[src/sts_pkg.sv]
package sts_pkg;

  localparam int MAX_ROWS_DEF  = 8;
  localparam int MAX_COLS_DEF  = 16;
  localparam int FRAC_BITS_DEF = 16;

  localparam int ADDR_W = 4;

  localparam logic [3:0] ROWS_RESET  = 4'd8;
  localparam logic [4:0] COLS_RESET  = 5'd16;
  localparam logic [7:0] LIMIT_RESET = 8'd64;

  localparam logic [1:0] REG_ROWS  = 2'd0;
  localparam logic [1:0] REG_COLS  = 2'd1;
  localparam logic [1:0] REG_LIMIT = 2'd2;

  localparam logic CMD_LOAD  = 1'b0;
  localparam logic CMD_SOLVE = 1'b1;

  localparam logic [1:0] STAT_OPTIMAL   = 2'd0;
  localparam logic [1:0] STAT_UNBOUNDED = 2'd1;
  localparam logic [1:0] STAT_LIMIT     = 2'd2;

  localparam logic signed [31:0] S32_MAX = 32'sh7fffffff;
  localparam logic signed [31:0] S32_MIN = 32'sh80000000;
  localparam logic signed [64:0] S65_MAX = 65'sd2147483647;
  localparam logic signed [64:0] S65_MIN = -65'sd2147483648;

  typedef struct packed {
    logic                command;
    logic [3:0]          row_index;
    logic [4:0]          col_index;
    logic signed [31:0]  entry_value;
  } in_word_t;

  typedef struct packed {
    logic [4:0]          var_index;
    logic signed [31:0]  result_value;
    logic [1:0]          solve_status;
    logic                last_item;
  } out_word_t;

  typedef struct packed {
    logic [3:0] rows_in_use;
    logic [4:0] cols_in_use;
    logic [7:0] iteration_limit;
  } cfg_t;

  typedef enum logic {OP_DIV, OP_MULSUB} arith_op_t;

  typedef struct packed {
    logic               start;
    arith_op_t          op;
    logic signed [31:0] a;
    logic signed [31:0] b;
    logic signed [31:0] c;
  } arith_req_t;

  typedef struct packed {
    logic               done;
    logic signed [31:0] result;
  } arith_rsp_t;

  function automatic logic signed [31:0] sat32(input logic signed [64:0] v);
    logic signed [31:0] r;
    if (v > S65_MAX) r = S32_MAX;
    else if (v < S65_MIN) r = S32_MIN;
    else r = v[31:0];
    return r;
  endfunction

endpackage

[src/sts_arith.sv]
module sts_arith #(
  parameter int FRAC_BITS = sts_pkg::FRAC_BITS_DEF
) (
  input  logic                clk,
  input  logic                rst,
  input  sts_pkg::arith_req_t req,
  output sts_pkg::arith_rsp_t rsp
);

  import sts_pkg::*;

  // Quotient width: the dividend is the 32-bit magnitude shifted up by the fraction.
  localparam int QW = 32 + FRAC_BITS;
  localparam int SW = $clog2(QW + 1);

  typedef enum logic [2:0] {S_IDLE, S_MUL, S_SHIFT, S_SUB, S_DIV, S_DFIN} state_t;

  state_t             state;
  logic signed [31:0] opa, mb, mc, term, result;
  logic signed [63:0] prod;
  logic [31:0]        dvs;
  logic [QW-1:0]      dvd, quo;
  logic [32:0]        rem;
  logic               neg, done;
  logic [SW-1:0]      steps;

  logic [31:0]        a_mag, b_mag;
  logic [32:0]        rem_shift;
  logic               rem_fit;
  logic signed [64:0] q_signed;

  assign a_mag     = req.a[31] ? 32'(-req.a) : 32'(req.a);
  assign b_mag     = req.b[31] ? 32'(-req.b) : 32'(req.b);
  assign rem_shift = {rem[31:0], dvd[QW-1]};
  assign rem_fit   = rem_shift >= {1'b0, dvs};
  assign q_signed  = neg ? -$signed(65'(quo)) : $signed(65'(quo));

  assign rsp.done   = done;
  assign rsp.result = result;

  always_ff @(posedge clk) begin
    done <= 1'b0;
    if (rst) begin
      state <= S_IDLE;
    end else begin
      case (state)
        S_IDLE: begin
          if (req.start) begin
            if (req.op == OP_MULSUB) begin
              opa   <= req.a;
              mb    <= req.b;
              mc    <= req.c;
              state <= S_MUL;
            end else if (req.b == '0) begin
              result <= (req.a >= 0) ? S32_MAX : S32_MIN;
              done   <= 1'b1;
            end else begin
              dvd   <= QW'(a_mag) << FRAC_BITS;
              dvs   <= b_mag;
              rem   <= '0;
              quo   <= '0;
              neg   <= req.a[31] ^ req.b[31];
              steps <= SW'(QW);
              state <= S_DIV;
            end
          end
        end
        S_MUL: begin
          prod  <= mb * mc;
          state <= S_SHIFT;
        end
        S_SHIFT: begin
          // An arithmetic shift floors the product, as the fixed-point rule asks.
          term  <= sat32(65'(prod >>> FRAC_BITS));
          state <= S_SUB;
        end
        S_SUB: begin
          result <= sat32(65'(opa) - 65'(term));
          done   <= 1'b1;
          state  <= S_IDLE;
        end
        S_DIV: begin
          rem   <= rem_fit ? rem_shift - {1'b0, dvs} : rem_shift;
          quo   <= {quo[QW-2:0], rem_fit};
          dvd   <= dvd << 1;
          steps <= steps - 1'b1;
          if (steps == SW'(1)) begin
            state <= S_DFIN;
          end
        end
        S_DFIN: begin
          result <= sat32(q_signed);
          done   <= 1'b1;
          state  <= S_IDLE;
        end
        default: state <= S_IDLE;
      endcase
    end
  end

endmodule

[config.mk]
export PLATFORM = sky130hd
export DESIGN_NAME = sts_arith
export DESIGN_NICKNAME = d
export VERILOG_FILES = /design/src/sts_pkg.sv /design/src/sts_arith.sv
export SDC_FILE = /design/constraint.sdc
export NUM_CORES = 2
export LEC_CHECK = 0
export BUFFER_PORTS_ARGS = -buffer_cell sky130_fd_sc_hd__buf_2
export CAP_MARGIN = 10
export CORE_ASPECT_RATIO = 0.5
export CORE_MARGIN = 1
export CORE_UTILIZATION = 40
export DETAILED_ROUTE_END_ITERATION = 8
export PLACE_DENSITY = 0.67
export REMOVE_ABC_BUFFERS = 1
export SLEW_MARGIN = 20
export SYNTH_ARGS = -nofsm -noshare
export SYNTH_HDL_FRONTEND = slang
export SYNTH_SLANG_ARGS = --single-unit
[constraint.sdc]
create_clock -name clk -period 11 [get_ports clk]
set_clock_uncertainty 0.15 [all_clocks]
set_input_delay 1.65 -clock clk [delete_from_list [all_inputs] [get_ports clk]]
set_output_delay 1.65 -clock clk [all_outputs]
set_load 0.1 [all_outputs]
# Word level (Yosys, flattened, before mapping)
# Cells that the tools add are included.
# word_totals
register_bits,395
input_bits,100
elab_cells,97
# op_classes
addsub,6
n_mul,1
n_lt_le_gt_ge,8
eq_ne,12
mux,39
n_bitwise,4
n_reduce_logical,12
# op_table
op,count
two-way mux 32 bit,14
two-way mux 48 bit,6
case mux 48 bit (2 select lines),2
case mux 32 bit (3 select lines),1
> comparator 65 x 32 -> 1 bit (second input constant),1
< comparator 65 x 32 -> 1 bit (second input constant),1
two-way mux 65 bit,1
negator 48 -> 65 bit,1
multiplier 32 x 32 -> 64 bit,1
negator 32 bit,2
case mux 32 bit (2 select lines),1
> comparator 48 x 32 -> 1 bit (second input constant),1
< comparator 48 x 32 -> 1 bit (second input constant),1
>= comparator 33 x 32 -> 1 bit,1
> comparator 33 x 32 -> 1 bit (second input constant),1
< comparator 33 x 32 -> 1 bit (second input constant),1
subtractor 32 x 32 -> 33 bit,1
>= comparator 32 x 1 -> 1 bit (second input constant),1
logical NOT 32 bit,1
subtractor 32 bit,1
two-way mux 31 bit,1
two-way mux 6 bit,3
AND reduction 5 bit,3
two-way mux 3 bit,4
other kinds (20),31

# Longest topological paths before layout
# logic_depth
depth_word,6
mapped_depth,27
depth_no_buf,26

# Worst setup path after synthesis
# No wires, ideal clock.
# synth_timing
path_kind,in2reg
from,input port rst
to,"register mb[0], enable pin"
setup_time_ps,786
arrival_time_ps,11130
t_required_ps,10064
path_slack_ps,-1066
cell_stages,3
cell_sequence,or2_2 > clkbuf_1 > nor4_1
# synth_via
elab_chain_cells,2
# synth_rtl
item,line_no,source
start: declaration,sts_arith.sv:5,"input logic rst,"
inverter 1 bit (no line),n/a,
AND reduction 4 bit (no line),n/a,
end signal: assignment,sts_arith.sv:51,mb <= req.b;
end: declaration,sts_arith.sv:19,"logic signed [31:0] opa, mb, mc, term, result;"
# No other way between the ends.
# A chain may end at the register's enable or synchronous reset.

# Worst setup path in the final report
# layout_timing
from,register mb[31]
to,"register prod[63], data pin"
# layout_via
elab_chain_cells,1
# layout_rtl
item,line_no,source
multiplier 32 x 32 -> 64 bit,sts_arith.sv:69,prod <= mb * mc;
end signal: assignment,sts_arith.sv:69,
end: declaration,sts_arith.sv:20,logic signed [63:0] prod;
# No other way between the ends.

==> flow_summary_export.csv <==
group,metric,value,unit
global_routing,grt-ovfl-total,0,
die,num_rows,95,
sta,setup_viol,0,
sta,slew_headroom,29.1,%
clocking,cts_tree,"done",
place,port_buffers,132,
clocking,clock_path_buffers,3,
critical_path,endpoint_kind,"flop",
sta,fin_crit,9.54,ns
sta,slew_viol_final,0,
yosys,synth_edf_count,359,
sta,fin_crit_sh,86.8,%
clocking,postCtsHoldBufs,0,
drt,drcViolationCount,0,
drt,wirelength,147000,um
sta,setup_ws,1.46,ns
die,io_pins,133,
final_layout,area_growth,7.97,%
drt,routed_via_density,5.18,
sta,hold_ws,0.370,ns
status,status,"complete, no violations",
yosys,synth_area,0.0548,mm2
yosys,async_flop_share,0,%
critical_path,cp.arrival,9.72,ns
place,hpwl,118000,um
clocking,cts_resized,0,
sta,tns,0,ns
yosys,yosysWarnings,0,
die,chipHeight,264,um
global_routing,grtUsageTotal,21.8,%
yosys,ys_types,70,
sta,rsz0062_at_grt,"false",
sta,fmax,105,MHz
yosys,netlist_top_cells_area,"fa_1, edfxtp_1, inv_1",
die,coreArea,0.135,mm2
global_routing,antenna_found_initial,12,
final_layout,layout.nets,6971,
die,start_util,40.6,%
critical_path,worstPathRequired,11.18,ns
yosys,yosys.area.top_type,"fa_1",
global_routing,grt_pass1_wl,233000,um
sta,worst_pin_slew,1.05,ns
global_routing,grt_max_degree,75,
clocking,cts_root_buffer,"clkbuf_16",
critical_path,crit_type,"flop to flop",
drt,antenna_left,0,
clocking,clk_pin_slew,0.07,ns
yosys,syn_inst,5509,
flow_run,drv_cap,0,
clocking,cts_buffers,42,
die,die_w,525,um
critical_path,path_max_fanout,15,
drt,routedWlPerCell,20.0,um
clocking,cts_htree_levels,2,
global_routing,grt_pass1_vias,39905,
yosys,synth.avg_cell_area,9.94,um2
yosys,yosys_register_bits,363,
min_path,hold_class,"flop to flop",
critical_path,start_kind,"flop",
clocking,insertion_delay,0.60,ns
drt,drtIter0Drc,3027,
die,die_area,0.139,mm2
yosys,seq_area_frac_synth,19.8,%
yosys,synth_top_cell_area_share,39.6,%
yosys,yosys_most_used_dff,"edfxtp_1",
place,routabilityCongestion,0.964,
place,dpl_worst_slack,1.54,ns
drt,firstDrtPassIters,5,
final_layout,drive_gt1_share,6.23,%
clocking,postCtsSetupBuffers,0,
clocking,cts.sinks,363,
sta,hold_violations,0,
drt,vias,38173,
-- worst paths after layout --
path | startpoint | endpoint | slack (ns) | cells after the start
worst max register to register | mb[31] | prod[63] | 1.46 | 25
worst min register to register | dvd[33] | dvd[34] | 0.37 | 2
worst min-delay path | dvd[33] | dvd[34] | 0.37 | 2
worst max-delay path | mb[31] | prod[63] | 1.46 | 25
-- cell usage after synthesis, types with 9 or more instances --
cell and instances:
a21o_1 43, o41ai_1 21, nor3_1 49, clkbuf_1 245, nand3_1 44, nor2_1 114, fa_1 1083, or3_1 23
o221ai_1 25, o21ai_0 121, a211o_1 12, a21boi_0 9, and3_1 11, inv_1 1192, ha_1 249, o31ai_1 34
xnor2_1 124, nand2_1 665, a211oi_1 13, o21a_1 20, or4_1 15, or2_2 16, o21bai_1 12, o211ai_1 10
nand3b_1 9, nand2b_1 21, a21oi_1 89, edfxtp_1 359, a31oi_1 17, nand4_1 25, xor2_1 97, mux2i_1 23
and2_1 562, nor2b_1 40, nor4_1 19
-- critical path: stages, from the launching register on --
cell and delay, ns:
edfxtp_1 0.63, nand2_1 0.27, inv_1 0.09, fa_1 0.54, inv_1 0.14, fa_1 0.55, inv_1 0.14, fa_1 0.58
fa_1 0.80, inv_1 0.54, fa_1 0.65, inv_1 0.05, fa_1 0.47, inv_1 0.05, fa_1 0.53, inv_1 0.05
fa_1 0.48, ha_1 0.37, nand4_1 0.16, nor2_1 0.13, nand4_1 0.24, a21oi_1 0.25, a31oi_1 0.28, a2111oi_0 0.72
nor2_1 0.12, a211o_1 0.28
-- cell families after synthesis --
kind of cell | count (synthesis) | synth area share, %
buf+inv | 1448 | 9.93
mux | 25 | 0.461
flops | 363 | 19.8
compound gates | 481 | 5.85
fa+ha+maj | 1332 | 45.3
simple gates | 1639 | 15.1
xor+xnor | 221 | 3.53
-- registers in the layout, summed over array words and instances, names as in the netlist --
signal / count
result: 32
rem: 32
prod: 48
opa: 32
dvs: 32
done: 1
quo: 48
mc: 32
state: 3
mb: 32
steps: 6
term: 32
dvd: 32
neg: 1
-- area by class of cell --
type                    instances  area, um2
clock inverters                29        433
well taps                    1794       2240
repair buffers                242       1490
diodes                          6       15.0
inverters                    1192       4470
fillers                     12792      75900
clock buffers                  47       1080
flip-flops and latches        363      10900
multi-input cells            3698      38600
-- per-layer routing --
layer	vias up	part of all wire, %	GRT usage [%]
met5	-	0.027	0
met4	6	3.9	7.48
met3	283	8.1	4.21
met2	1433	46	35.1
met1	19494	42	29.4
li1	16957	-	-
-- per-stage QoR --
stage,utilization [%],instances,area [um2]
2_1_floorplan,-,5253,53800
3_3_place_gp,42.7,7289,57600
3_5_place_dp,42.7,7289,57600
4_1_cts,43.8,7365,59100
5_1_grt,43.8,7367,59100
6_report,43.8,7371,59100
-- placed cells by master, fill, tap and decap left out, drive strengths merged, types with 17 or more instances in the layout --
| cell | count |
|---|---|
| mux2i | 23 |
| o21a | 20 |
| o221ai | 25 |
| fa | 1083 |
| clkbuf | 47 |
| o31ai | 34 |
| nand2b | 21 |
| or2 | 17 |
| a21oi | 89 |
| a31oi | 17 |
| inv | 1194 |
| xnor2 | 124 |
| nor4 | 19 |
| xor2 | 97 |
| or3 | 24 |
| o21ai | 122 |
| nand3 | 44 |
| and2 | 562 |
| nor2b | 40 |
| a21o | 43 |
| buf | 242 |
| nand2 | 665 |
| nand4 | 25 |
| o41ai | 21 |
| edfxtp | 359 |
| ha | 249 |
| nor3 | 49 |
| or4 | 17 |
| nor2 | 114 |
Power is not shown: default switching activity piles up to over one toggle a cycle in this logic, so the estimate is an artifact.
