[config.mk]
export PLATFORM = sky130hd
export DESIGN_NAME = sts_ctrl
export DESIGN_NICKNAME = d
export VERILOG_FILES = /design/src/sts_pkg.sv /design/src/sts_ctrl.sv
export SDC_FILE = /design/constraint.sdc
export NUM_CORES = 1
export LEC_CHECK = 0
export ABC_AREA = 1
export BUFFER_PORTS_ARGS = -buffer_cell sky130_fd_sc_hd__buf_4
export CAP_MARGIN = 20
export CORE_ASPECT_RATIO = 0.6
export CORE_MARGIN = 2
export CORE_UTILIZATION = 55
export CTS_BUF_LIST = sky130_fd_sc_hd__clkbuf_16
export DETAILED_ROUTE_END_ITERATION = 10
export PLACE_DENSITY = 0.92
export SYNTH_ARGS = -nofsm -noshare
export SYNTH_HDL_FRONTEND = slang
export SYNTH_SLANG_ARGS = --single-unit
[constraint.sdc]
create_clock -name clk -period 11.1 [get_ports clk]
set_input_delay 2.22 -clock clk [delete_from_list [all_inputs] [get_ports clk]]
set_output_delay 2.22 -clock clk [all_outputs]
set_load 0.03 [all_outputs]
[src/sts_pkg.sv]
package sts_pkg;

  localparam int MAX_ROWS_DEF  = 8;
  localparam int MAX_COLS_DEF  = 16;
  localparam int FRAC_BITS_DEF = 16;

  localparam int ADDR_W = 4;

  localparam logic [3:0] ROWS_RESET  = 4'd8;
  localparam logic [4:0] COLS_RESET  = 5'd16;
  localparam logic [7:0] LIMIT_RESET = 8'd64;

  localparam logic [1:0] REG_ROWS  = 2'd0;
  localparam logic [1:0] REG_COLS  = 2'd1;
  localparam logic [1:0] REG_LIMIT = 2'd2;

  localparam logic CMD_LOAD  = 1'b0;
  localparam logic CMD_SOLVE = 1'b1;

  localparam logic [1:0] STAT_OPTIMAL   = 2'd0;
  localparam logic [1:0] STAT_UNBOUNDED = 2'd1;
  localparam logic [1:0] STAT_LIMIT     = 2'd2;

  localparam logic signed [31:0] S32_MAX = 32'sh7fffffff;
  localparam logic signed [31:0] S32_MIN = 32'sh80000000;
  localparam logic signed [64:0] S65_MAX = 65'sd2147483647;
  localparam logic signed [64:0] S65_MIN = -65'sd2147483648;

  typedef struct packed {
    logic                command;
    logic [3:0]          row_index;
    logic [4:0]          col_index;
    logic signed [31:0]  entry_value;
  } in_word_t;

  typedef struct packed {
    logic [4:0]          var_index;
    logic signed [31:0]  result_value;
    logic [1:0]          solve_status;
    logic                last_item;
  } out_word_t;

  typedef struct packed {
    logic [3:0] rows_in_use;
    logic [4:0] cols_in_use;
    logic [7:0] iteration_limit;
  } cfg_t;

  typedef enum logic {OP_DIV, OP_MULSUB} arith_op_t;

  typedef struct packed {
    logic               start;
    arith_op_t          op;
    logic signed [31:0] a;
    logic signed [31:0] b;
    logic signed [31:0] c;
  } arith_req_t;

  typedef struct packed {
    logic               done;
    logic signed [31:0] result;
  } arith_rsp_t;

  function automatic logic signed [31:0] sat32(input logic signed [64:0] v);
    logic signed [31:0] r;
    if (v > S65_MAX) r = S32_MAX;
    else if (v < S65_MIN) r = S32_MIN;
    else r = v[31:0];
    return r;
  endfunction

endpackage

[src/sts_ctrl.sv]
module sts_ctrl #(
  parameter int MAX_ROWS  = sts_pkg::MAX_ROWS_DEF,
  parameter int MAX_COLS  = sts_pkg::MAX_COLS_DEF,
  parameter int FRAC_BITS = sts_pkg::FRAC_BITS_DEF,
  localparam int AW = $clog2(MAX_ROWS + 1) + $clog2(MAX_COLS + 1)
) (
  input  logic                clk,
  input  logic                rst,
  input  sts_pkg::cfg_t       cfg,
  input  logic                item_valid,
  output logic                item_stall,
  input  sts_pkg::in_word_t   item,
  output logic                result_valid,
  input  logic                result_stall,
  output sts_pkg::out_word_t  result,
  output logic                mem_we,
  output logic [AW-1:0]       mem_waddr,
  output logic [31:0]         mem_wdata,
  output logic [AW-1:0]       mem_raddr,
  input  logic [31:0]         mem_rdata,
  output sts_pkg::arith_req_t ar_req,
  input  sts_pkg::arith_rsp_t ar_rsp
);

  import sts_pkg::*;

  localparam int RW = $clog2(MAX_ROWS + 1);
  localparam int CW = $clog2(MAX_COLS + 1);
  localparam logic [RW-1:0] ROW_COST = RW'(MAX_ROWS);
  localparam logic [CW-1:0] COL_RHS  = CW'(MAX_COLS);
  localparam logic [AW-1:0] OBJ_ADDR = {ROW_COST, COL_RHS};
  localparam logic signed [31:0] ONE = 32'(64'd1 << FRAC_BITS);

  typedef enum logic [4:0] {
    S_IDLE, S_FC_RD, S_FC_USE, S_DECIDE,
    S_RT_A_RD, S_RT_A_USE, S_RT_B_RD, S_RT_B_USE, S_RT_DIV,
    S_PV_RD, S_PV_USE, S_NR_RD, S_NR_USE, S_NR_DIV,
    S_EL_ROW, S_EL_COL, S_EL_A_RD, S_EL_A_USE, S_EL_B_USE, S_EL_OP, S_PIV_END,
    S_OB_RD, S_OB_USE, S_OB_DEC, S_OB_VAL, S_OB_SEND,
    S_FIN_RD, S_FIN_USE, S_FIN_SEND
  } state_t;

  state_t             state;
  logic [RW-1:0]      i, pr, at, nones, nzeros;
  logic [CW-1:0]      j, pc;
  logic signed [31:0] min_cost, best, col_i, pv, opa, opb;
  logic               found, obj_valid, rd_obj;
  logic [1:0]         status;
  logic [7:0]         pcount;

  logic [RW-1:0]      r_eff, r_last, row_next;
  logic [CW-1:0]      c_eff, c_last, col_next;
  logic signed [31:0] rdata_eff;
  logic               load_ok;

  always_comb begin
    if (cfg.rows_in_use == '0) r_eff = RW'(1);
    else if (32'(cfg.rows_in_use) > MAX_ROWS) r_eff = RW'(MAX_ROWS);
    else r_eff = RW'(cfg.rows_in_use);
    if (cfg.cols_in_use == '0) c_eff = CW'(1);
    else if (32'(cfg.cols_in_use) > MAX_COLS) c_eff = CW'(MAX_COLS);
    else c_eff = CW'(cfg.cols_in_use);
  end

  assign r_last   = r_eff - 1'b1;
  assign c_last   = c_eff - 1'b1;
  // Rows run over the constraint rows and then the cost row; columns over the
  // variable columns and then the right-hand side.
  assign row_next = (i + 1'b1 == r_eff) ? ROW_COST : i + 1'b1;
  assign col_next = (j + 1'b1 == c_eff) ? COL_RHS : j + 1'b1;
  // The objective has a defined reset value although the store has none.
  assign rdata_eff = (rd_obj && !obj_valid) ? '0 : $signed(mem_rdata);
  assign load_ok   = (32'(item.row_index) <= MAX_ROWS) && (32'(item.col_index) <= MAX_COLS);
  assign item_stall = (state != S_IDLE);

  always_comb begin
    mem_raddr = '0;
    case (state)
      S_FC_RD:   mem_raddr = {ROW_COST, j};
      S_RT_A_RD: mem_raddr = {i, pc};
      S_RT_B_RD: mem_raddr = {i, COL_RHS};
      S_PV_RD:   mem_raddr = {pr, pc};
      S_NR_RD:   mem_raddr = {pr, j};
      S_EL_ROW:  mem_raddr = {i, pc};
      S_EL_A_RD: mem_raddr = {i, j};
      S_EL_A_USE: mem_raddr = {pr, j};
      S_OB_RD:   mem_raddr = {i, j};
      S_OB_DEC:  mem_raddr = {at, COL_RHS};
      S_FIN_RD:  mem_raddr = OBJ_ADDR;
      default:   mem_raddr = '0;
    endcase
  end

  always_comb begin
    mem_we    = 1'b0;
    mem_waddr = {i, j};
    mem_wdata = ar_rsp.result;
    case (state)
      S_IDLE: begin
        mem_we    = item_valid && (item.command == CMD_LOAD) && load_ok;
        mem_waddr = {RW'(item.row_index), CW'(item.col_index)};
        mem_wdata = item.entry_value;
      end
      S_NR_DIV: begin
        mem_we    = ar_rsp.done;
        mem_waddr = {pr, j};
      end
      S_EL_OP: mem_we = ar_rsp.done;
      default: mem_we = 1'b0;
    endcase
  end

  always_comb begin
    ar_req.start = 1'b0;
    ar_req.op    = OP_DIV;
    ar_req.a     = rdata_eff;
    ar_req.b     = opb;
    ar_req.c     = rdata_eff;
    case (state)
      S_RT_B_USE: ar_req.start = 1'b1;
      S_NR_USE: begin
        ar_req.start = 1'b1;
        ar_req.b     = pv;
      end
      S_EL_B_USE: begin
        ar_req.start = 1'b1;
        ar_req.op    = OP_MULSUB;
        ar_req.a     = opa;
        ar_req.b     = col_i;
      end
      default: ar_req.start = 1'b0;
    endcase
  end

  always_ff @(posedge clk) begin
    rd_obj <= (mem_raddr == OBJ_ADDR);
    if (rst) begin
      state        <= S_IDLE;
      result_valid <= 1'b0;
      obj_valid    <= 1'b0;
    end else begin
      if (mem_we && mem_waddr == OBJ_ADDR) begin
        obj_valid <= 1'b1;
      end
      case (state)
        S_IDLE: begin
          if (item_valid && item.command == CMD_SOLVE) begin
            pcount <= '0;
            j      <= '0;
            state  <= S_FC_RD;
          end
        end
        S_FC_RD: state <= S_FC_USE;
        S_FC_USE: begin
          // Strict compare keeps the first of equal minimum costs.
          if (j == '0 || rdata_eff < min_cost) begin
            min_cost <= rdata_eff;
            pc       <= j;
          end
          if (j == c_last) begin
            state <= S_DECIDE;
          end else begin
            j     <= j + 1'b1;
            state <= S_FC_RD;
          end
        end
        S_DECIDE: begin
          if (min_cost >= 0 || pcount >= cfg.iteration_limit) begin
            status <= (min_cost >= 0) ? STAT_OPTIMAL : STAT_LIMIT;
            j      <= '0;
            i      <= '0;
            nones  <= '0;
            nzeros <= '0;
            state  <= S_OB_RD;
          end else begin
            i     <= '0;
            found <= 1'b0;
            state <= S_RT_A_RD;
          end
        end
        S_RT_A_RD: state <= S_RT_A_USE;
        S_RT_A_USE: begin
          if (rdata_eff > 0) begin
            opb   <= rdata_eff;
            state <= S_RT_B_RD;
          end else if (i != r_last) begin
            i     <= i + 1'b1;
            state <= S_RT_A_RD;
          end else if (found) begin
            state <= S_PV_RD;
          end else begin
            status <= STAT_UNBOUNDED;
            j      <= '0;
            i      <= '0;
            nones  <= '0;
            nzeros <= '0;
            state  <= S_OB_RD;
          end
        end
        S_RT_B_RD:  state <= S_RT_B_USE;
        S_RT_B_USE: state <= S_RT_DIV;
        S_RT_DIV: begin
          if (ar_rsp.done) begin
            if (!found || ar_rsp.result < best) begin
              best <= ar_rsp.result;
              pr   <= i;
            end
            found <= 1'b1;
            if (i != r_last) begin
              i     <= i + 1'b1;
              state <= S_RT_A_RD;
            end else begin
              state <= S_PV_RD;
            end
          end
        end
        S_PV_RD: state <= S_PV_USE;
        S_PV_USE: begin
          pv    <= rdata_eff;
          j     <= '0;
          state <= S_NR_RD;
        end
        S_NR_RD:  state <= S_NR_USE;
        S_NR_USE: state <= S_NR_DIV;
        S_NR_DIV: begin
          if (ar_rsp.done) begin
            if (j == COL_RHS) begin
              i     <= '0;
              state <= S_EL_ROW;
            end else begin
              j     <= col_next;
              state <= S_NR_RD;
            end
          end
        end
        S_EL_ROW: begin
          if (i == pr) begin
            i <= row_next;
          end else begin
            state <= S_EL_COL;
          end
        end
        S_EL_COL: begin
          col_i <= rdata_eff;
          j     <= '0;
          state <= S_EL_A_RD;
        end
        S_EL_A_RD: state <= S_EL_A_USE;
        S_EL_A_USE: begin
          opa   <= rdata_eff;
          state <= S_EL_B_USE;
        end
        S_EL_B_USE: state <= S_EL_OP;
        S_EL_OP: begin
          if (ar_rsp.done) begin
            if (j != COL_RHS) begin
              j     <= col_next;
              state <= S_EL_A_RD;
            end else if (i == ROW_COST) begin
              state <= S_PIV_END;
            end else begin
              i     <= row_next;
              state <= S_EL_ROW;
            end
          end
        end
        S_PIV_END: begin
          pcount <= pcount + 1'b1;
          j      <= '0;
          state  <= S_FC_RD;
        end
        S_OB_RD: state <= S_OB_USE;
        S_OB_USE: begin
          if (rdata_eff == '0) begin
            nzeros <= nzeros + 1'b1;
          end else if (rdata_eff == ONE) begin
            nones <= nones + 1'b1;
            at    <= i;
          end
          if (i == r_last) begin
            state <= S_OB_DEC;
          end else begin
            i     <= i + 1'b1;
            state <= S_OB_RD;
          end
        end
        S_OB_DEC: begin
          if (nones == RW'(1) && nzeros == r_last) begin
            state <= S_OB_VAL;
          end else begin
            result       <= '{var_index: 5'(j), result_value: '0,
                              solve_status: status, last_item: 1'b0};
            result_valid <= 1'b1;
            state        <= S_OB_SEND;
          end
        end
        S_OB_VAL: begin
          result       <= '{var_index: 5'(j), result_value: rdata_eff,
                            solve_status: status, last_item: 1'b0};
          result_valid <= 1'b1;
          state        <= S_OB_SEND;
        end
        S_OB_SEND: begin
          if (!result_stall) begin
            result_valid <= 1'b0;
            i            <= '0;
            nones        <= '0;
            nzeros       <= '0;
            if (j == c_last) begin
              state <= S_FIN_RD;
            end else begin
              j     <= j + 1'b1;
              state <= S_OB_RD;
            end
          end
        end
        S_FIN_RD: state <= S_FIN_USE;
        S_FIN_USE: begin
          result       <= '{var_index: 5'(MAX_COLS), result_value: rdata_eff,
                            solve_status: status, last_item: 1'b1};
          result_valid <= 1'b1;
          state        <= S_FIN_SEND;
        end
        S_FIN_SEND: begin
          if (!result_stall) begin
            result_valid <= 1'b0;
            state        <= S_IDLE;
          end
        end
        default: state <= S_IDLE;
      endcase
    end
  end

endmodule

Word level (Yosys, flattened, before mapping)
Cells that the tools add are included.
{"block": "classes", "n_addsub": 7, "mul": 0, "div_mod_pow": 0, "order_cmp": 9, "n_eq_ne": 68, "shift": 0, "n_mux": 84, "bitwise": 3, "reduce_logical": 51}
{"cell": "one-hot mux 5 bit (29 select lines)", "n": 1}
{"cell": "two-way mux 5 bit", "n": 27}
{"cell": "one-hot mux 40 bit (3 select lines)", "n": 1}
{"cell": "two-way mux 4 bit", "n": 24}
{"cell": "one-hot mux 9 bit (8 select lines)", "n": 1}
{"cell": "== test 5 bit, second input constant", "n": 14}
{"cell": "< comparator 32 bit", "n": 2}
{"cell": "two-way mux 32 bit", "n": 2}
{"cell": "one-hot mux 32 bit (2 select lines)", "n": 1}
{"cell": "!= test 2 bit, second input constant", "n": 25}
{"cell": "== test 5 x 4 -> 1 bit, second input constant", "n": 8}
{"cell": "two-way mux 40 bit", "n": 1}
{"cell": "one-hot mux 5 bit (8 select lines)", "n": 1}
{"cell": "two-way mux 33 bit", "n": 1}
{"cell": "== test 32 x 18 -> 1 bit, second input constant", "n": 1}
{"cell": "greater-or-equal comparator 32 x 1 -> 1 bit, second input constant", "n": 1}
{"cell": "> comparator 32 x 1 -> 1 bit, second input constant", "n": 1}
{"cell": "logical NOT 32 bit", "n": 1}
{"cell": "one-hot mux 4 bit (4 select lines)", "n": 2}
{"cell": "one-hot mux 4 bit (8 select lines)", "n": 1}
{"cell": "== test 5 x 3 -> 1 bit, second input constant", "n": 4}
{"cell": "== test 9 bit, second input constant", "n": 2}
{"cell": "one-hot mux 9 bit (2 select lines)", "n": 1}
{"cell": "== test 4 bit", "n": 4}
{"cell": "48 further kinds", "n": 95}
{"block": "word_totals", "regBits": 281, "latchBits": 0, "mem_bits_rw": 0, "mem_bits_ro": 0, "inputBits": 128, "out_inout_bits": 191, "elab_cells": 246, "memories": 0}

Depth between registers and ports, before layout
Gate-level depths: netlist of run 1.
{"block": "logic_depth", "word_depth": 9, "mapped_depth": 20, "depth_no_buf": 18}

Worst setup path before layout of run 1
OpenSTA, ideal clock, no wires.
{"block": "synth_path", "path_type": "in2reg", "from": "input mem_rdata[31]", "to": "register min_cost[0], enable pin", "setup_time_ps": 432, "t_arrival_ps": 5233, "required_ps": 10668, "setup_slack_ps": 5435, "path_stages": 11, "n_path_buf": 0, "cell_sequence": "nand2_1 -> inv_1 -> ha_1 -> nand2_1 -> nor2_1 -> nand2_1 -> nor4_1 -> nand2_1 -> a21oi_1 -> nor2_1 -> nor2_1"}
{"element": "start: declaration", "line": "sts_ctrl.sv:20", "rtl": "input logic [31:0] mem_rdata,"}
{"element": "end signal: assignment", "line": "sts_ctrl.sv:157", "rtl": "min_cost <= rdata_eff;"}
{"element": "end: declaration", "line": "sts_ctrl.sv:46", "rtl": "logic signed [31:0] min_cost, best, col_i, pv, opa, opb;"}

==> flow_metrics.tcl, run 1 <==
set metrics [dict create \
    outcome "completed" \
    synthDistinctLibCells 44 \
    initial_core_util_pct 56.5 \
    die-height_um 129 \
    area_growth_syn_to_layout_pct 26.4 \
    finalCritPeriodShare_pct 52.2 \
    clock.fmax_mhz 173 \
    grt_overflow_total 0 \
    power_density_mw_per_mm2 173 \
    globalplace.congestion 0.958 \
    viasPerCell 5.60 \
    dieArea_mm2 0.0275 \
    synth-seq-cells 281 \
    drv_cap 0 \
    worst-slew-pin-transition_ps 1050 \
    postCtsSetupBuffers 0 \
    grt_pass1_vias 11600 \
    slew_violations 0 \
    power_frac_comb_pct 30.5 \
    nets 2054 \
    worstPathMaxFanout 98 \
    io_buffers 318 \
    dr.pass1.iters 6 \
    clockBufferDepth 3 \
    crit_chain "nand2_1, nor2_4, buf_4, nor2_2, buf_4, nand2_1, nand3_1, buf_4" \
    synth_area_mm2 0.0144 \
    htree_levels 1 \
    drc 0 \
    num_rows 45 \
    clk_latency_ps 530 \
    synth-seq-area-share_pct 58.0 \
    seq_power_share_pct 38.7 \
    hold_class "reg2reg" \
    fillers 1829 \
    coreArea_mm2 0.0255 \
    cpMaxStageDelayCell "buf_4" \
    synth_top_area_share_pct 56.9 \
    p_sw_share_pct 34.1 \
    synth_edf_count 273 \
    synth_top_area_cell "edfxtp_1" \
    finalHoldViolations 0 \
    die_w_um 213 \
    routed_wl_mm 42.2 \
    yosys-top-cells-area "edfxtp_1 (57%), nand2_1 (11%), ha_1 (6.9%), inv_1 (5.2%), nor2_1 (4.1%)" \
    cp.arrival_ps 3580 \
    cts-root-buf "clkbuf_16" \
    synth-main-ff-cell "edfxtp_1" \
    pwr-share-clk_pct 30.8 \
    peakVddDrop_v 0.000134 \
    grt_setup_unrepaired "false" \
    cp_data_required_time_ps 8880 \
    final_cell_mix "nand2_1 (430), buf_4 (327), edfxtp_1 (273), inv_1 (201), nor2_1 (152)" \
    leakage_nw 8.15 \
    synthesis.nets 1731 \
    place_inst 2168 \
    wl_per_cell_um 19.0 \
    dp_hpwl_mm 30.3 \
    diodes 0 \
    ctsResizeCount 0 \
    ant_nets 0 \
    numCtsBuffers 25 \
    critPathMaxStageDelay_ps 750 \
    finalWorstSetupSlack_ps 5300 \
    final_cells 2216 \
    fin_setup_tns_ps 0 \
    slew_headroom_pct 30.0 \
    pin_count 319 \
    fin_skew_ps 18.4 \
    crit_type "reg2out" \
    route.vias.total 12400 \
    cts_sinks 281 \
    clk_pin_slew_ps 70 \
    fin_crit_ps 5800 \
    critPathCaptureType "output pin" \
    grt.total_usage_pct 30.1 \
    holdBufCountCts 0 \
    layout_commonest_cell "nand2_1" \
    intPower_mw 2.08 \
    place_ws_ps 5510 \
    postSynthCellCount 1524 \
    antenna_found_initial 0 \
    setup_viol 0 \
    drt-initial-drc-count 1406 \
    total_power_mw 3.16 \
    yosysWarningCount 0 \
    grt_pass1_wl_mm 63.2 \
    drive_above_1_share_pct 21.4 \
    grt_start_max_net_pins 99 \
    crit_top_cell "buf_4" \
    avgSynthCellArea_um2 9.45 \
    power.net_switching_mw 1.08 \
    cp-start-kind "flop" \
    cts_tree "yes" \
    postSynth.asyncResetShare_pct 0 \
]
[metrics by stage]
stage	area, um2	hold slack (ps)	util (%)
2_1_floorplan	14400	400	-
6_report	18200	435	71.4
4_1_cts	18100	439	71.0
5_1_grt	18200	449	71.4
3_5_place_dp	17200	422	67.4
3_3_place_gp	17200	408	67.4
[logic make-up after synthesis]
logic type / count (synthesis) / synth area share [%]
buf+inv: 240 / 6.39
fa+ha+maj: 79 / 6.86
compound gates: 168 / 6.46
simple gates: 734 / 20.9
xor+xnor: 22 / 1.34
flops: 281 / 58.0
[power by group through the flow]
stage / Sequential [mW] / Clock [mW] / Combinational [mW]
after floorplan: 1.24 / 0 / 0.605
after global placement: 1.25 / 0 / 0.927
after detailed placement: 1.25 / 0 / 0.949
after CTS: 1.22 / 0.980 / 0.955
after global routing: 1.23 / 1.01 / 1.04
final: 1.22 / 0.972 / 0.964
[cells in the mapped netlist (2+ instances only)]
master and instances:
buf_1 3, o21ai_0 67, edfxtp_1 273, nand2_2 3
nand4_1 19, or2_2 4, nand3_1 81, xor2_1 11
a22oi_1 3, xnor2_1 11, a21oi_1 65, clkbuf_1 22
nand3b_1 3, buf_2 10, o21a_1 5, nor2_2 5
inv_1 199, nor2_1 159, o31ai_1 3, inv_2 5
nor3_1 21, o2111ai_1 3, a31oi_1 4, nor4_1 2
ha_1 79, o21bai_1 2, nand2_1 430, o211ai_1 9
dfxtp_1 8
[worst paths after layout]
path         depth (start not counted)          end      start  slack (ps)
max                                  8   ar_req[51]   state[4]        5300
min                                  0    result[1]  status[0]         440
max reg2reg                         15  min_cost[7]  obj_valid        7500
min reg2reg                          0    result[1]  status[0]         440
[state kept, by name (all words and copies together), names as in the netlist, 5 cells and up]
name / flops
best: 32
col_i: 32
j: 5
min_cost: 32
opa: 32
opb: 32
pc: 5
pcount: 8
pv: 32
result: 40
state: 5
[final cells by class]
class | instances | area (um2) | share of cell area (%)
Clock buffer | 25 | 626 | 3.44
Clock inverter | 19 | 280 | 1.54
Inverter | 204 | 766 | 4.21
Multi-Input combinational cell | 1003 | 5180 | 28.4
Sequential cell | 281 | 8360 | 45.9
Tap cell | 352 | 440 | 2.42
Timing Repair Buffer | 332 | 2560 | 14.1
[worst max-delay path, delay by kind of cell (launching register included)]
kind	cells	cell delay [ps]
buffers and inverters	3	1300
AND/OR/NAND/NOR	5	1120
flip-flops	1	590
[metal layers]
layer  vias to the layer above  part of all wire, %  GRT usage (%)  routed length (um)
met5                         -                    0              0                   0
met4                         0                  2.2           7.61                 926
met3                        89                   11           7.80                4670
met2                       718                   45           46.7               18900
met1                      5856                   42           42.7               17800
li1                       5745                    -              -                   -
No activity file was read; power rests on OpenSTA's default activity.
==> run 2: changes to the inputs <==
--- a/config.mk
+++ b/config.mk
@@ -5,15 +5,15 @@
 export SDC_FILE = /design/constraint.sdc
 export NUM_CORES = 1
 export LEC_CHECK = 0
-export ABC_AREA = 1
+export ABC_AREA = 0
 export BUFFER_PORTS_ARGS = -buffer_cell sky130_fd_sc_hd__buf_4
 export CAP_MARGIN = 20
 export CORE_ASPECT_RATIO = 0.6
 export CORE_MARGIN = 2
-export CORE_UTILIZATION = 55
+export CORE_UTILIZATION = 50
 export CTS_BUF_LIST = sky130_fd_sc_hd__clkbuf_16
 export DETAILED_ROUTE_END_ITERATION = 10
-export PLACE_DENSITY = 0.92
+export PLACE_DENSITY = 0.88
 export SYNTH_ARGS = -nofsm -noshare
 export SYNTH_HDL_FRONTEND = slang
 export SYNTH_SLANG_ARGS = --single-unit
==> constraint.sdc (replaced) <==
create_clock -name clk -period 5.2 [get_ports clk]
set_input_delay 1.04 -clock clk [delete_from_list [all_inputs] [get_ports clk]]
set_output_delay 1.04 -clock clk [all_outputs]
set_load 0.03 [all_outputs]
==> flow_metrics.tcl, run 2 <==
set metrics [dict create \
    outcome "completed" \
    worstPathMaxFanout 34 \
    cp.arrival_ps 3580 \
    crit_chain "nor3_1, and2_1, inv_2, o22ai_1, a21oi_1, buf_4" \
    synth_commonest_cells "edfxtp_1 (273), nand2_1 (253), inv_1 (126)" \
    synth_top_area_share_pct 55.9 \
    initial_core_util_pct 50.9 \
    place_ws_ps 1070 \
    slew_headroom_pct 18.8 \
    multi_input_area_mm2 0.00562 \
    io_buffers 318 \
    grt_overflow_total 0 \
    synthDistinctLibCells 89 \
    yosys-top-cells-area "edfxtp_1 (56%), ha_1 (6.7%), nand2_1 (6.5%), inv_1 (3.2%), nor2_1 (2.2%)" \
    area_growth_syn_to_layout_pct 26.0 \
    worst-slew-pin-transition_ps 1200 \
    critPathMaxStageDelay_ps 890 \
    synth_edf_count 273 \
    fin_skew_ps 21.7 \
    routed_wl_mm 46.1 \
    grt_pass1_wl_mm 67.5 \
    dpl_cell_area_mm2 0.0175 \
    num_rows 48 \
    pwr-share-clk_pct 27.6 \
    fillers 2203 \
    power_density_mw_per_mm2 413 \
    clk_pin_slew_ps 60 \
    ctsResizeCount 0 \
    wl_per_cell_um 22.3 \
    clk_latency_ps 550 \
    coreArea_mm2 0.0288 \
    fin_setup_tns_ps 0 \
    finalHoldViolations 0 \
    ant_nets 0 \
    synth-seq-area-share_pct 57.0 \
    largest_reg_flops 40 \
    yosysWarningCount 0 \
    viasPerCell 5.99 \
    grt_setup_unrepaired "false" \
    avgSynthCellArea_um2 10.8 \
    final_cells 2067 \
    drt-initial-drc-count 1548 \
    numCtsBuffers 27 \
    cts_sinks 281 \
    grt.total_usage_pct 29.0 \
    htree_levels 1 \
    cp-start-kind "flop" \
    postSynthCellCount 1362 \
    critPathCaptureType "output pin" \
    clock.fmax_mhz 216 \
    leakage_nw 7.82 \
    slew_violations 0 \
    finalCritPeriodShare_pct 88.9 \
    regArea_mm2 0.00836 \
    cpMaxStageDelayCell "nor3_1" \
    cts_tree "yes" \
    top_usage_layer "met1" \
    use_met1_pct 42.1 \
    cts-root-buf "clkbuf_16" \
    intPower_mw 4.78 \
    synth-main-ff-cell "edfxtp_1" \
    grt_start_max_net_pins 52 \
    dp_hpwl_mm 33.9 \
    postCtsSetupBuffers 0 \
    postSynth.asyncResetShare_pct 0 \
    synthesis.nets 1569 \
    synth_top_area_cell "edfxtp_1" \
    place_inst 2019 \
    dieArea_mm2 0.0308 \
    clockBufferDepth 3 \
    yosysMostFrequentCell "edfxtp_1" \
    setup_viol 0 \
    use_met3_pct 9.90 \
    die_w_um 225 \
    grt_pass1_vias 11700 \
    finalInstanceArea_mm2 0.0185 \
    drc 0 \
    layout_commonest_cell "buf_4" \
    pin_count 319 \
    synth_area_mm2 0.0147 \
    cp_data_required_time_ps 4160 \
    regMostFlops "result" \
    finalWorstSetupSlack_ps 577 \
    final_cell_mix "buf_4 (347), edfxtp_1 (273), nand2_1 (253), inv_1 (130), nor2_1 (83)" \
    p_sw_share_pct 37.4 \
    grtUsageMet2_pct 41.1 \
    globalplace.congestion 1.04 \
    drv_cap 0 \
    power_frac_comb_pct 37.1 \
    power.net_switching_mw 2.86 \
    antenna_found_initial 1 \
    die-height_um 137 \
    fin_crit_ps 4620 \
    crit_type "reg2out" \
    drive_above_1_share_pct 24.5 \
    hold_class "reg2reg" \
    route.vias.total 12400 \
    hold_ws_ps 424 \
    holdBufCountCts 0 \
    dr.pass1.iters 5 \
    peakVddDrop_v 0.000301 \
    seq_power_share_pct 35.2 \
    nets 1881 \
    synth-seq-cells 281 \
]
## run 2: logic make-up after synthesis
kind of cell	after synthesis	share of synthesized area, %
simple gates	503	15.9
compound gates	270	12.9
flops	281	57.0
buf+inv	192	5.07
fa+ha+maj	80	6.80
mux	7	0.503
xor+xnor	29	1.83
## run 2: critical path, delay by kind of cell, from the launching register on
family,cells,cell delay (ps)
flops,1,540
buf+inv,2,620
simple gates,2,1530
compound gates,2,330
## run 2: path summary, 6_finish.rpt
check	to	slack, ps	depth (start not counted)	start
max	mem_waddr[8]	580	6	state[2]
min	result[2]	420	0	status[1]
max reg2reg	min_cost[5]	880	11	obj_valid
min reg2reg	result[2]	420	0	status[1]
## run 2: metal layers
layer	part of all wire, %	routed length, um
met5	0	0
met4	2.8	1280
met3	12	5720
met2	42	19500
met1	42	19600
## run 2: power by group through the flow
stage	logic, mW	clock network, mW	registers [mW]
floorplan	1.80	0	2.65
global placement	2.71	0	2.73
detailed placement	2.75	0	2.73
CTS	2.77	2.12	2.69
global route	2.99	2.20	2.70
finish	2.84	2.11	2.69
## run 2: layout make-up
cell class | instances | area share [%]
flip-flops and latches | 281 | 45.2
multi-input cells | 889 | 30.4
repair buffers | 348 | 14.2
clock buffers | 27 | 3.65
inverters | 127 | 2.58
well taps | 375 | 2.54
clock inverters | 19 | 1.45
diodes | 1 | 0.0135
## run 2: stage by stage
step / total power [mW] / util [%]
after floorplan: 4.45 / -
after global placement: 5.45 / 60.8
after detailed placement: 5.49 / 60.8
after CTS: 7.58 / 64.1
after global routing: 7.89 / 64.2
final: 7.64 / 64.2
